**src/rtl/agx_pkg.sv**
```systemverilog
`timescale 1ns / 1ps
package agx_pkg;

  localparam logic signed [20:0] EvMin = -21'sd817491;
  localparam logic signed [20:0] EvMax = 21'sd263852;
  localparam logic [20:0] EvSpan = 21'd1081343;
  localparam logic signed [17:0] CubeC3 = -18'sd4280;
  localparam logic signed [17:0] CubeC2 = 18'sd82104;
  localparam logic signed [17:0] CubeC1 = -18'sd12222;
  localparam logic [16:0] LumaWr = 17'd13933;
  localparam logic [16:0] LumaWg = 17'd46871;
  localparam logic [16:0] LumaWb = 17'd4732;
  localparam logic [17:0] SatGain = 18'd78643;
  localparam logic [17:0] ConGain = 18'd75366;
  localparam logic [16:0] MidGray = 17'd11796;

  localparam logic [0:0] AddrLookMode = 1'b0;

  function automatic logic [16:0] log_tab(input logic [4:0] k);
    logic [16:0] v;
    unique case (k)
      5'd0: v = 17'd0;
      5'd1: v = 17'd5732;
      5'd2: v = 17'd11136;
      5'd3: v = 17'd16248;
      5'd4: v = 17'd21098;
      5'd5: v = 17'd25711;
      5'd6: v = 17'd30109;
      5'd7: v = 17'd34312;
      5'd8: v = 17'd38336;
      5'd9: v = 17'd42196;
      5'd10: v = 17'd45904;
      5'd11: v = 17'd49472;
      5'd12: v = 17'd52911;
      5'd13: v = 17'd56229;
      5'd14: v = 17'd59434;
      5'd15: v = 17'd62534;
      default: v = 17'd65536;
    endcase
    return v;
  endfunction

  typedef struct packed {
    logic [16:0] r;
    logic [16:0] g;
    logic [16:0] b;
  } rgb_t;

endpackage

```
**src/rtl/agx_grade.sv**
```systemverilog
`timescale 1ns / 1ps
// Punchy grade: luma, saturation, contrast. Three register stages.
module agx_grade
  import agx_pkg::*;
(
  input  logic  clk_i,
  input  logic  punchy_i,
  input  rgb_t  c_i,
  output rgb_t  c_o
);

  function automatic logic signed [23:0] rnd(input logic signed [40:0] a);
    logic signed [40:0] m;
    m = a >= 0 ? a : -a;
    m = (m + 41'sd32768) >>> 16;
    return 24'(a >= 0 ? m : -m);
  endfunction

  logic [34:0] lsum;
  logic [16:0] luma_q;
  rgb_t c1_q;
  logic p1_q;
  assign lsum = c_i.r * LumaWr + c_i.g * LumaWg + c_i.b * LumaWb + 35'd32768;
  always_ff @(posedge clk_i) begin
    luma_q <= 17'(lsum[34:16]);
    c1_q   <= c_i;
    p1_q   <= punchy_i;
  end

  logic signed [23:0] s_d [3], s_q [3];
  logic [16:0] cin [3];
  rgb_t c2_q;
  logic p2_q;
  assign cin[0] = c1_q.r;
  assign cin[1] = c1_q.g;
  assign cin[2] = c1_q.b;
  always_comb begin
    for (int i = 0; i < 3; i++) begin
      s_d[i] = 24'($signed({1'b0, luma_q}))
             + rnd(41'($signed({1'b0, cin[i]}) - $signed({1'b0, luma_q}))
                   * $signed({1'b0, SatGain}));
    end
  end
  always_ff @(posedge clk_i) begin
    s_q  <= s_d;
    c2_q <= c1_q;
    p2_q <= p1_q;
  end

  logic signed [23:0] y [3];
  logic [16:0] yo [3];
  always_comb begin
    for (int i = 0; i < 3; i++) begin
      y[i] = 24'($signed({1'b0, MidGray}))
           + rnd(41'(s_q[i] - $signed({1'b0, MidGray})) * $signed({1'b0, ConGain}));
      if (y[i] < 0) yo[i] = 17'd0;
      else if (y[i] > 24'sd65536) yo[i] = 17'd65536;
      else yo[i] = 17'(y[i]);
    end
  end
  always_ff @(posedge clk_i) begin
    if (p2_q) c_o <= '{r: yo[0], g: yo[1], b: yo[2]};
    else c_o <= c2_q;
  end

endmodule

```
**config.mk**
```make
export PLATFORM = sky130hd
export DESIGN_NAME = agx_grade
export DESIGN_NICKNAME = d
export VERILOG_FILES = /design/src/rtl/agx_pkg.sv /design/src/rtl/agx_grade.sv
export SDC_FILE = /design/constraint.sdc
export NUM_CORES = 2
export LEC_CHECK = 0
export ABC_AREA = 1
export ABC_CLOCK_PERIOD_IN_PS = 15850
export BUFFER_PORTS_ARGS = -buffer_cell sky130_fd_sc_hd__buf_2
export CELL_PAD_IN_SITES_DETAIL_PLACEMENT = 1
export CELL_PAD_IN_SITES_GLOBAL_PLACEMENT = 1
export CORE_MARGIN = 2
export CORE_UTILIZATION = 50
export CTS_CLUSTER_DIAMETER = 60
export DETAILED_ROUTE_END_ITERATION = 10
export PLACE_DENSITY = 0.86
export REMOVE_ABC_BUFFERS = 1
export SKIP_CTS_REPAIR_TIMING = 1
export SLEW_MARGIN = 20
export SYNTH_ARGS = -nofsm -noshare
export SYNTH_HDL_FRONTEND = slang
export SYNTH_SLANG_ARGS = --single-unit
export TNS_END_PERCENT = 1
```
**constraint.sdc**
```tcl
create_clock -name clk_i -period 15.85 [get_ports clk_i]
set_clock_uncertainty 0.05 [all_clocks]
set_input_delay 3.9625 -clock clk_i [delete_from_list [all_inputs] [get_ports clk_i]]
set_output_delay 3.9625 -clock clk_i [all_outputs]
set_load 0.02 [all_outputs]
```
==> out/qor.txt <==
Adder-Cell Fraction of Synth Area: 45.5%
Full die area: 168000 µm²
Critical setup path kind: flop to flop
Hold Startpoint: p1_q
Post-synthesis mux area share: 0.0258%
Slew at the pin with the worst max-slew slack: 1.03 ns
Via Count: 73600
CP bufs+invs: 7
Combinational family with the most area after synthesis: adder cells
Rows: 148
H-tree depth: 2
Synth Area in XOR/XNOR: 5.75%
Area Overhead vs Synth: 5.09%
Core area: 163000 µm²
Pre-antenna DRT Iters: 5
Max incr delay on CP: 0.99 ns
EDFF count, synth: 0
Layout fillers: 21100
Fraction of layout cells with a size suffix above 1: 5.06%
Asr flop ratio synth: 0%
Global-route wire length before repair: 442000 µm
Period Utilization, post-route: 91.5%
Critical Path Fanout Max: 39
Horiz. Die Dim: 410 µm
GRT Total Usage: 33.2%
Cells on worst reg2reg path: 67
Crit start category: flop
Synth warn: 0
Hold depth: 0
Final Hold Fails: 0
I/O pins: 104
Hold worst-path end: p2_q
Worst setup margin: 1.34 ns
FF-to-FF End: s_q[43]
Post-DP HPWL: 250000 µm
1st-iter DRT viols: 4184
Post-synthesis compound-gate area fraction: 5.23%
Synthesized cell area: 82400 µm²
Final WL: 280000 µm
DRT antenna net count: 0
Syn Area/Cell: 7.33 µm²
Vias per inst: 5.44
Overflow after GRT: 0
Reg2reg setup slack: 1.34 ns
Fin. max-slew vios: 0
Initial Utilization: 50.5%
Crit path capture type: flop
Post-synthesis cell type count: 66
CTS tree: done
Final Critical Period: 14.51 ns
CP arrival: 14.97 ns
Final setup vio count: 0
Run status: complete, no violations
Vias in the first global route: 81400
CP max stage cell: dfxtp_1
Worst hold-check path type: flop to flop
MaxCap Viol Count: 0
GP Congestion: 0.964
Post-synthesis simple-gate area fraction: 24.3%
Routed len/inst: 20.7 µm
Slew Limit Headroom: 30.7%
DRC errors left: 0
Port Buffers: 103
CTS Buffer Depth: 3
Unrepaired setup endpoints after global routing: false
Required @ worst endpoint: 16.31 ns
TritonCTS buffer count: 39
Worst path most repeated cell: a21oi_1
Die Ht: 410 µm
Register area share after synthesis: 5.93%
Register bit count reported by yosys: 244
Setup Total Neg Slack: 0 ns
Root Buffer Master: clkbuf_16
DP Worst Slack: 0.897 ns
Syn Inst Count: 11200
Largest net degree at the start of global routing: 62
Initial antenna violation count: 24
Multi-input gate area: 66600 µm²
Clock Sinks: 244
Top FF cell, synth: dfxtp_1
Nets: 13700
FF/Latch Area: 4880 µm²
Cell family with most CP delay: adder cells
Clock Latency Late Sink: 0.65 ns
Max Clk Rate: 68.9 MHz
Clock slew at reported path FFs: 0.06 ns
Reg-to-Reg Start: luma_q[1]
[worst register-to-register path, delay by kind of cell (launching register included)]
kind | cells | cell delay (ns)
AO/OA/AOI/OAI | 24 | 4.07
XOR/XNOR | 4 | 0.90
adder cells (fa/ha/maj) | 11 | 4.51
buffers and inverters | 7 | 1.34
flip-flops | 1 | 0.99
AND/OR/NAND/NOR | 21 | 2.58
[area by class of cell]
type / count / area share (%)
inverter: 2792 / 12.1
timing repair buffer: 112 / 0.673
tap: 2175 / 3.14
clock buffer: 44 / 1.17
antenna: 3 / 0.00867
sequential: 244 / 5.64
multi-input combinational: 8135 / 76.9
clock inverter: 26 / 0.367
[routing by layer]
layer	vias to the layer above	wire length, µm	global-route usage [%]
met1	36500	116000	40.8
met3	594	13400	3.83
met4	24	13600	14.1
met5	-	148	0
met2	1761	137000	58.8
li1	34700	-	-
[cell families (layout without fill, tap and decap cells)]
kind of cell,count (synthesis),count (layout)
AO/OA/AOI/OAI,771,771
other,0,3
AND/OR/NAND/NOR,4490,4490
multiplexers,2,2
buffers and inverters,2857,2974
adder cells (fa/ha/maj),2334,2334
XOR/XNOR,538,538
flip-flops,244,244
[worst max-delay path by stage]
stage                    from  depth (start not counted)  slack [ns]    endpoint
CTS                 luma_q[1]                         67        1.49     s_q[43]
floorplan              c_i[0]                         49        2.28  luma_q[14]
detailed placement     c_i[0]                         50        0.90  luma_q[14]
global route        luma_q[1]                         66        0.38     s_q[45]
global placement       c_i[2]                         50        1.12  luma_q[14]
finish              luma_q[1]                         67        1.34     s_q[43]
[state kept, by name, summed over array words and instances (netlist names)]
name    flops
s_q        72
c1_q       51
c2_q       51
c_o        51
luma_q     17
p1_q        1
p2_q        1
[cell usage after synthesis (4+ instances only)]
library cell | number | share of area, %
clkinv_1 | 5 | 0.023
nor2_8 | 5 | 0.12
o21ai_0 | 211 | 1.3
inv_2 | 58 | 0.26
nor4_1 | 39 | 0.30
buf_6 | 18 | 0.25
xor2_1 | 382 | 4.1
a21boi_0 | 8 | 0.073
clkbuf_1 | 16 | 0.073
o21bai_1 | 40 | 0.36
nand3_1 | 651 | 4.0
a21o_1 | 36 | 0.33
a21oi_2 | 9 | 0.096
a31oi_1 | 25 | 0.19
nor3_2 | 11 | 0.13
dfxtp_1 | 244 | 5.9
nand3b_1 | 33 | 0.30
or2_2 | 23 | 0.17
o211ai_1 | 5 | 0.046
nor3_1 | 99 | 0.60
buf_2 | 14 | 0.085
nor2_4 | 38 | 0.52
nand4_1 | 241 | 1.8
o21a_1 | 6 | 0.055
ha_1 | 1229 | 19
nand2_2 | 112 | 0.85
a21oi_1 | 366 | 2.2
o31ai_1 | 9 | 0.082
nor2_1 | 816 | 3.7
buf_4 | 11 | 0.10
buf_1 | 5 | 0.023
o21ai_1 | 28 | 0.17
xor2_2 | 4 | 0.079
nor2_2 | 73 | 0.55
nand2_1 | 2273 | 10
xnor2_1 | 152 | 1.6
nor3b_1 | 4 | 0.036
and2_1 | 10 | 0.076
and3_1 | 9 | 0.068
nand2_4 | 14 | 0.19
nand3_2 | 29 | 0.35
inv_1 | 2728 | 12
fa_1 | 1105 | 27
[through the flow]
stage,instances,cell area [µm²],hold slack [ns],utilization [%]
5_1_grt,13500,86600,0.316,53.1
3_3_place_gp,13500,85300,0.276,52.3
6_report,13500,86600,0.310,53.1
2_1_floorplan,11200,82000,0.260,-
4_1_cts,13500,86600,0.309,53.1
3_5_place_dp,13500,85300,0.286,52.3
[cell usage in the layout (no fill, tap or decap), drive strengths merged, types with 36 or more instances in the layout]
master,n
nor2,932
xor2,386
a21oi,377
nand2,2401
dfxtp,244
ha,1229
nand4,242
nand3,682
fa,1105
nor3,110
buf,112
clkbuf,44
a21o,36
xnor2,152
inv,2794
o21ai,242
o21bai,40
nor4,40
Power is not shown: default switching activity piles up to over one toggle a cycle in this logic, so the estimate is an artifact.
