--- src/rtl/agx_pkg.sv ---
`timescale 1ns / 1ps
package agx_pkg;

  localparam logic signed [20:0] EvMin = -21'sd817491;
  localparam logic signed [20:0] EvMax = 21'sd263852;
  localparam logic [20:0] EvSpan = 21'd1081343;
  localparam logic signed [17:0] CubeC3 = -18'sd4280;
  localparam logic signed [17:0] CubeC2 = 18'sd82104;
  localparam logic signed [17:0] CubeC1 = -18'sd12222;
  localparam logic [16:0] LumaWr = 17'd13933;
  localparam logic [16:0] LumaWg = 17'd46871;
  localparam logic [16:0] LumaWb = 17'd4732;
  localparam logic [17:0] SatGain = 18'd78643;
  localparam logic [17:0] ConGain = 18'd75366;
  localparam logic [16:0] MidGray = 17'd11796;

  localparam logic [0:0] AddrLookMode = 1'b0;

  function automatic logic [16:0] log_tab(input logic [4:0] k);
    logic [16:0] v;
    unique case (k)
      5'd0: v = 17'd0;
      5'd1: v = 17'd5732;
      5'd2: v = 17'd11136;
      5'd3: v = 17'd16248;
      5'd4: v = 17'd21098;
      5'd5: v = 17'd25711;
      5'd6: v = 17'd30109;
      5'd7: v = 17'd34312;
      5'd8: v = 17'd38336;
      5'd9: v = 17'd42196;
      5'd10: v = 17'd45904;
      5'd11: v = 17'd49472;
      5'd12: v = 17'd52911;
      5'd13: v = 17'd56229;
      5'd14: v = 17'd59434;
      5'd15: v = 17'd62534;
      default: v = 17'd65536;
    endcase
    return v;
  endfunction

  typedef struct packed {
    logic [16:0] r;
    logic [16:0] g;
    logic [16:0] b;
  } rgb_t;

endpackage

--- src/rtl/agx_curve.sv ---
`timescale 1ns / 1ps
// One channel: log2, normalize, cubic. Seven register stages.
module agx_curve
  import agx_pkg::*;
(
  input  logic        clk_i,
  input  logic [31:0] x_i,
  output logic [16:0] y_o
);

  // stage 1: leading one, table lookup
  logic [4:0]  p_d;
  logic [29:0] f30_d;
  logic        zero_d;
  logic [4:0]  p_q;
  logic [16:0] t0_q, dt_q;
  logic [15:0] r_q;
  logic        zero_q;

  always_comb begin
    p_d = 5'd0;
    for (int i = 0; i <= 30; i++) begin
      if (x_i[i]) p_d = 5'(i);
    end
    f30_d = 30'(x_i[30:0] << (5'd30 - p_d));
    zero_d = (x_i == 32'd0) || x_i[31];
  end

  always_ff @(posedge clk_i) begin
    p_q    <= p_d;
    t0_q   <= log_tab({1'b0, f30_d[29:26]});
    dt_q   <= log_tab({1'b0, f30_d[29:26]} + 5'd1) - log_tab({1'b0, f30_d[29:26]});
    r_q    <= f30_d[25:10];
    zero_q <= zero_d;
  end

  // stage 2: log value and distance from EvMin
  logic [32:0] prod2;
  logic signed [21:0] lg;
  logic [20:0] dist_q;
  logic        lo_q, hi_q, zero2_q;
  assign prod2 = dt_q * r_q;
  assign lg = 22'sd65536 * ($signed({1'b0, p_q}) - 22'sd24)
            + $signed({5'd0, t0_q}) + $signed({5'd0, prod2[32:16]});
  always_ff @(posedge clk_i) begin
    dist_q  <= 21'(lg - 22'(EvMin));
    lo_q    <= lg <= 22'(EvMin);
    hi_q    <= lg >= 22'(EvMax);
    zero2_q <= zero_q;
  end

  // stage 3: t = round(d*65536/span) by reciprocal
  // q = (d*K + 2^25) >> 26 with K = ceil(2^42/span) is exact or one high
  localparam logic [21:0] RecipK = 22'((64'd1 << 42) / 64'(EvSpan) + 64'd1);
  logic [37:0] num;
  logic [42:0] qprod;
  logic [16:0] qest_q;
  logic [37:0] num_q;
  logic        lo3_q, hi3_q, z3_q;
  assign num   = {1'b0, dist_q, 16'd0} + 38'd540671;
  assign qprod = dist_q * RecipK + 43'd33554432;
  always_ff @(posedge clk_i) begin
    qest_q <= qprod[42:26];
    num_q  <= num;
    lo3_q  <= lo_q;
    hi3_q  <= hi_q;
    z3_q   <= zero2_q;
  end

  // stage 4: one correction step and the clamps
  logic [16:0] t_d, t_q;
  logic [37:0] chk;
  logic        z4_q;
  always_comb begin
    chk = qest_q * EvSpan;
    t_d = qest_q;
    if (chk > num_q) t_d = qest_q - 17'd1;
    if (lo3_q) t_d = 17'd0;
    else if (hi3_q || t_d > 17'd65536) t_d = 17'd65536;
  end
  always_ff @(posedge clk_i) begin
    t_q  <= t_d;
    z4_q <= z3_q;
  end

  // stage 5: t2
  logic [16:0] t5_q, t2_q;
  logic        z5_q;
  logic [33:0] sq;
  assign sq = t_q * t_q + 34'd32768;
  always_ff @(posedge clk_i) begin
    t5_q <= t_q;
    t2_q <= 17'(sq[33:16]);
    z5_q <= z4_q;
  end

  // stage 6: t3 and partial sums
  logic [33:0] cu;
  logic [16:0] t3;
  logic signed [37:0] s12_q;
  logic [16:0] t3_q;
  logic        z6_q;
  assign cu = t2_q * t5_q + 34'd32768;
  assign t3 = 17'(cu[33:16]);
  always_ff @(posedge clk_i) begin
    s12_q <= 38'(CubeC2 * $signed({1'b0, t2_q})) + 38'(CubeC1 * $signed({1'b0, t5_q}));
    t3_q  <= t3;
    z6_q  <= z5_q;
  end

  // stage 7: final sum
  logic signed [37:0] sum;
  logic signed [37:0] yr;
  assign sum = s12_q + 38'(CubeC3 * $signed({1'b0, t3_q}));
  assign yr = (sum + 38'sd32768) >>> 16;
  always_ff @(posedge clk_i) begin
    if (z6_q || sum <= 0) y_o <= 17'd0;
    else if (yr > 38'sd65536) y_o <= 17'd65536;
    else y_o <= 17'(yr);
  end

endmodule

--- config.mk ---
export PLATFORM = sky130hd
export DESIGN_NAME = agx_curve
export DESIGN_NICKNAME = d
export VERILOG_FILES = /design/src/rtl/agx_pkg.sv /design/src/rtl/agx_curve.sv
export SDC_FILE = /design/constraint.sdc
export NUM_CORES = 2
export LEC_CHECK = 0
export ABC_AREA = 1
export BUFFER_PORTS_ARGS = -buffer_cell sky130_fd_sc_hd__buf_2
export CAP_MARGIN = 20
export CORE_MARGIN = 5
export CORE_UTILIZATION = 50
export DETAILED_ROUTE_END_ITERATION = 16
export GPL_TIMING_DRIVEN = 0
export HOLD_SLACK_MARGIN = 0.02
export PLACE_DENSITY = 0.69
export SLEW_MARGIN = 10
export SYNTH_ARGS = -nofsm -noshare
export SYNTH_HDL_FRONTEND = slang
export SYNTH_SLANG_ARGS = --single-unit
export TNS_END_PERCENT = 5
--- constraint.sdc ---
create_clock -name clk_i -period 24.1 [get_ports clk_i]
set_input_delay 7.23 -clock clk_i [delete_from_list [all_inputs] [get_ports clk_i]]
set_output_delay 7.23 -clock clk_i [all_outputs]
set_load 0.05 [all_outputs]
==> results.md <==
* Register area share after synthesis at 0.0794
* Worst reg-to-reg path cell count at 56
* Fin crit period at 14.31 ns
* Hold-fix buffers at CTS at 0
* Final net count at about 9,700
* Fillers at ~11,000
* Outcome: finished, final reports clean
* Synth Area in Adders at 0.547
* Die H at 361 µm
* Share of layout cells above drive strength 1 at 0.0275
* DPL Wire Length at 129,000 µm
* Largest register FFs at 35
* Crit path top cell by count: nand2_1
* Iter 0 DRT Violations at 2,361
* H-Tree Depth at 2
* Post-Syn Area per Cell at 8.26 µm²
* Most frequent cells in the layout: inv_1, nand2_1, ha_1
* WL/cell at 16.1 µm
* R2R setup slack at about 13 ns
* Fmax at 69.9 MHz
* CTS clk-pin slew, worst paths at 0.06 ns
* Die width at 361 µm
* Synth Area in Compound Gates at 0.0544
* Kind of critical path: primary input to flop
* CP required at 24.55 ns
* DP Area at around 64,000 µm²
* Cells after Synth at 7,449
* Crit-path slowest cell: buf_1
* First-pass GRT wire length at 247,000 µm
* Crit-path max cell delay at just over 0.5 ns
* Register area at slightly below 5000 µm²
* Nature of the critical path startpoint: primary input
* Largest net degree at the start of global routing at 15
* Synthesized area at 61,600 µm²
* Largest Register: s12_q
* RSZ-0062 raised after global routing: false
* Design Area, Final at between 60,000 and 70,000 µm²
* Root Buffer: clkbuf_16
* Synthesized Nets at 9,578
* Initial Util at 0.504
* Setup bufs post-CTS at 0
* Hold Crit Class: flop to flop
* Max-Cap Viols at 0
* Vias at 46,969
* Crit path max fanout at 11
* Initial antenna violation count at 2
* Number of global-route vias before repair at about 49,000
* # IOs at 50
* Simple-Gate Fraction of Synth Area at 0.133
* CP arrival at 14.77 ns
* Multiplexer share of the synthesized area at 0.000163
* Fin crit share at 0.594
* Kind of end point of the critical path: flop
* Final ANT Viol Nets at 0
* # diodes at 0
* Clock skew at just under 0.02 ns
* Total GRT Usage at 0.232
* P&R area growth vs syn at 5.59%
* Multi-input gate area in the final layout at 48,400 µm²
* Setup TNS at 0 ns
* Clock sinks at 244
* DR pass1 iterations at 5
* Relative slew slack at 0.259
* Port Buffers at 49
* Yosys warns at 0
* Vias/cell at between 5 and 6
* Flops & latches, synth at 244
* Max clock buf depth at 3
* Grt ovf at 0
* TritonCTS buffer count at 34
* Xor and xnor area share after synthesis at 0.0518
* Worst skew pair latency at 0.58 ns
* Hold Path Cell Cnt at 0
* Slew @ Worst Pin at 1.10 ns
* Final hold slack at 0.327 ns
* Routability Congestion at 0.959
* Most common cell after layout, fill and taps aside: inv_1
* Ys async rst share at 0
* Post-CTS Resized at 0
* Hold Vio Cnt, Final at 0
* EDFF count, synth at 0
* Core box area at between 100,000 and 150,000 µm²
* Final wirelength at 148,000 µm
* Die area at 130,000 µm²
* Drt drc at 0
* # rows at 128
* Slew Limit Fails at 0
* CTS tree: built
* Post-synth cell types at 65
* Main combinational cell family by area after synthesis: adder cells
* Top Registers: s12_q (35), num_q (22), dist_q (21)
* Setup-failing EPs final at 0
* Predominant post-synthesis flop cell: dfxtp_1
stage by stage:
stage,setup slack [ns],utilization,std cells
finish,9.79,0.533,9186
global route,8.96,0.533,9186
detailed placement,9.26,0.523,9125
CTS,9.86,0.533,9186
global placement,9.28,0.523,9123
floorplan,10.89,-,7449
worst paths after layout:
path              startpoint        to
setup reg to reg   qest_q[6]    t_q[2]
hold reg to reg         z5_q      z6_q
setup / recovery      x_i[2]  dt_q[15]
hold / removal          z5_q      z6_q
cells in the mapped netlist, drive strengths merged, types with 2 or more instances:
cell type,n,share of area
xor2,230,0.033
buf,30,0.0028
and3,2,0.00020
clkbuf,170,0.010
nand2,1366,0.085
and2,2,0.00020
a21oi,337,0.027
a21o,22,0.0027
dfxtp,244,0.079
o2111ai,2,0.00028
clkinv,2,0.00012
or2,11,0.0011
a2111oi,4,0.00057
xnor2,127,0.018
nor3,23,0.0021
a221oi,5,0.00071
o21bai,21,0.0026
o21a,4,0.00049
fa,993,0.32
nand3,255,0.021
o221ai,8,0.0011
a31o,3,0.00043
o31ai,8,0.00098
inv,1983,0.12
nor4,12,0.0012
a31oi,20,0.0021
a211oi,8,0.00098
a21boi,8,0.0010
o21ai,131,0.011
nor2,247,0.017
nand4,47,0.0048
o311ai,2,0.00028
o211ai,8,0.00098
nand3b,2,0.00024
ha,1103,0.22
cell type report:
class                      count  share of cell area
multi-input combinational   5020               0.745
inverter                    1985               0.115
sequential                   244              0.0752
tap                         1625              0.0313
clock buffer                  40              0.0139
buffer                       200              0.0125
timing repair buffer          51             0.00391
clock inverter                21             0.00375
logic make-up (layout without fill, tap and decap cells):
group,count (synthesis),count (layout)
buffers and inverters,2185,2297
adder cells (fa/ha/maj),2096,2096
AND/OR/NAND/NOR,1969,1969
AO/OA/AOI/OAI,597,597
XOR/XNOR,357,357
flip-flops,244,244
multiplexers,1,1
worst max-delay path, delay by kind of cell:
family	cells	cell delay (ns)
AOI/OAI and AO/OA	10	1.83
buffers and inverters	6	1.58
xor gates and xnor gates	1	0.14
adders and majority gates	3	0.85
and+or+nand+nor	43	3.15
metal layers:
| layer | share of wire | global-route usage | up-vias |
|---|---|---|---|
| met5 | 0.000088 | 0 | - |
| met4 | 0.046 | 0.0916 | 2 |
| met3 | 0.050 | 0.0276 | 346 |
| met2 | 0.49 | 0.408 | 1245 |
| met1 | 0.42 | 0.290 | 22695 |
| li1 | - | - | 22681 |
Power is not shown: default switching activity piles up to over one toggle a cycle in this logic, so the estimate is an artifact.
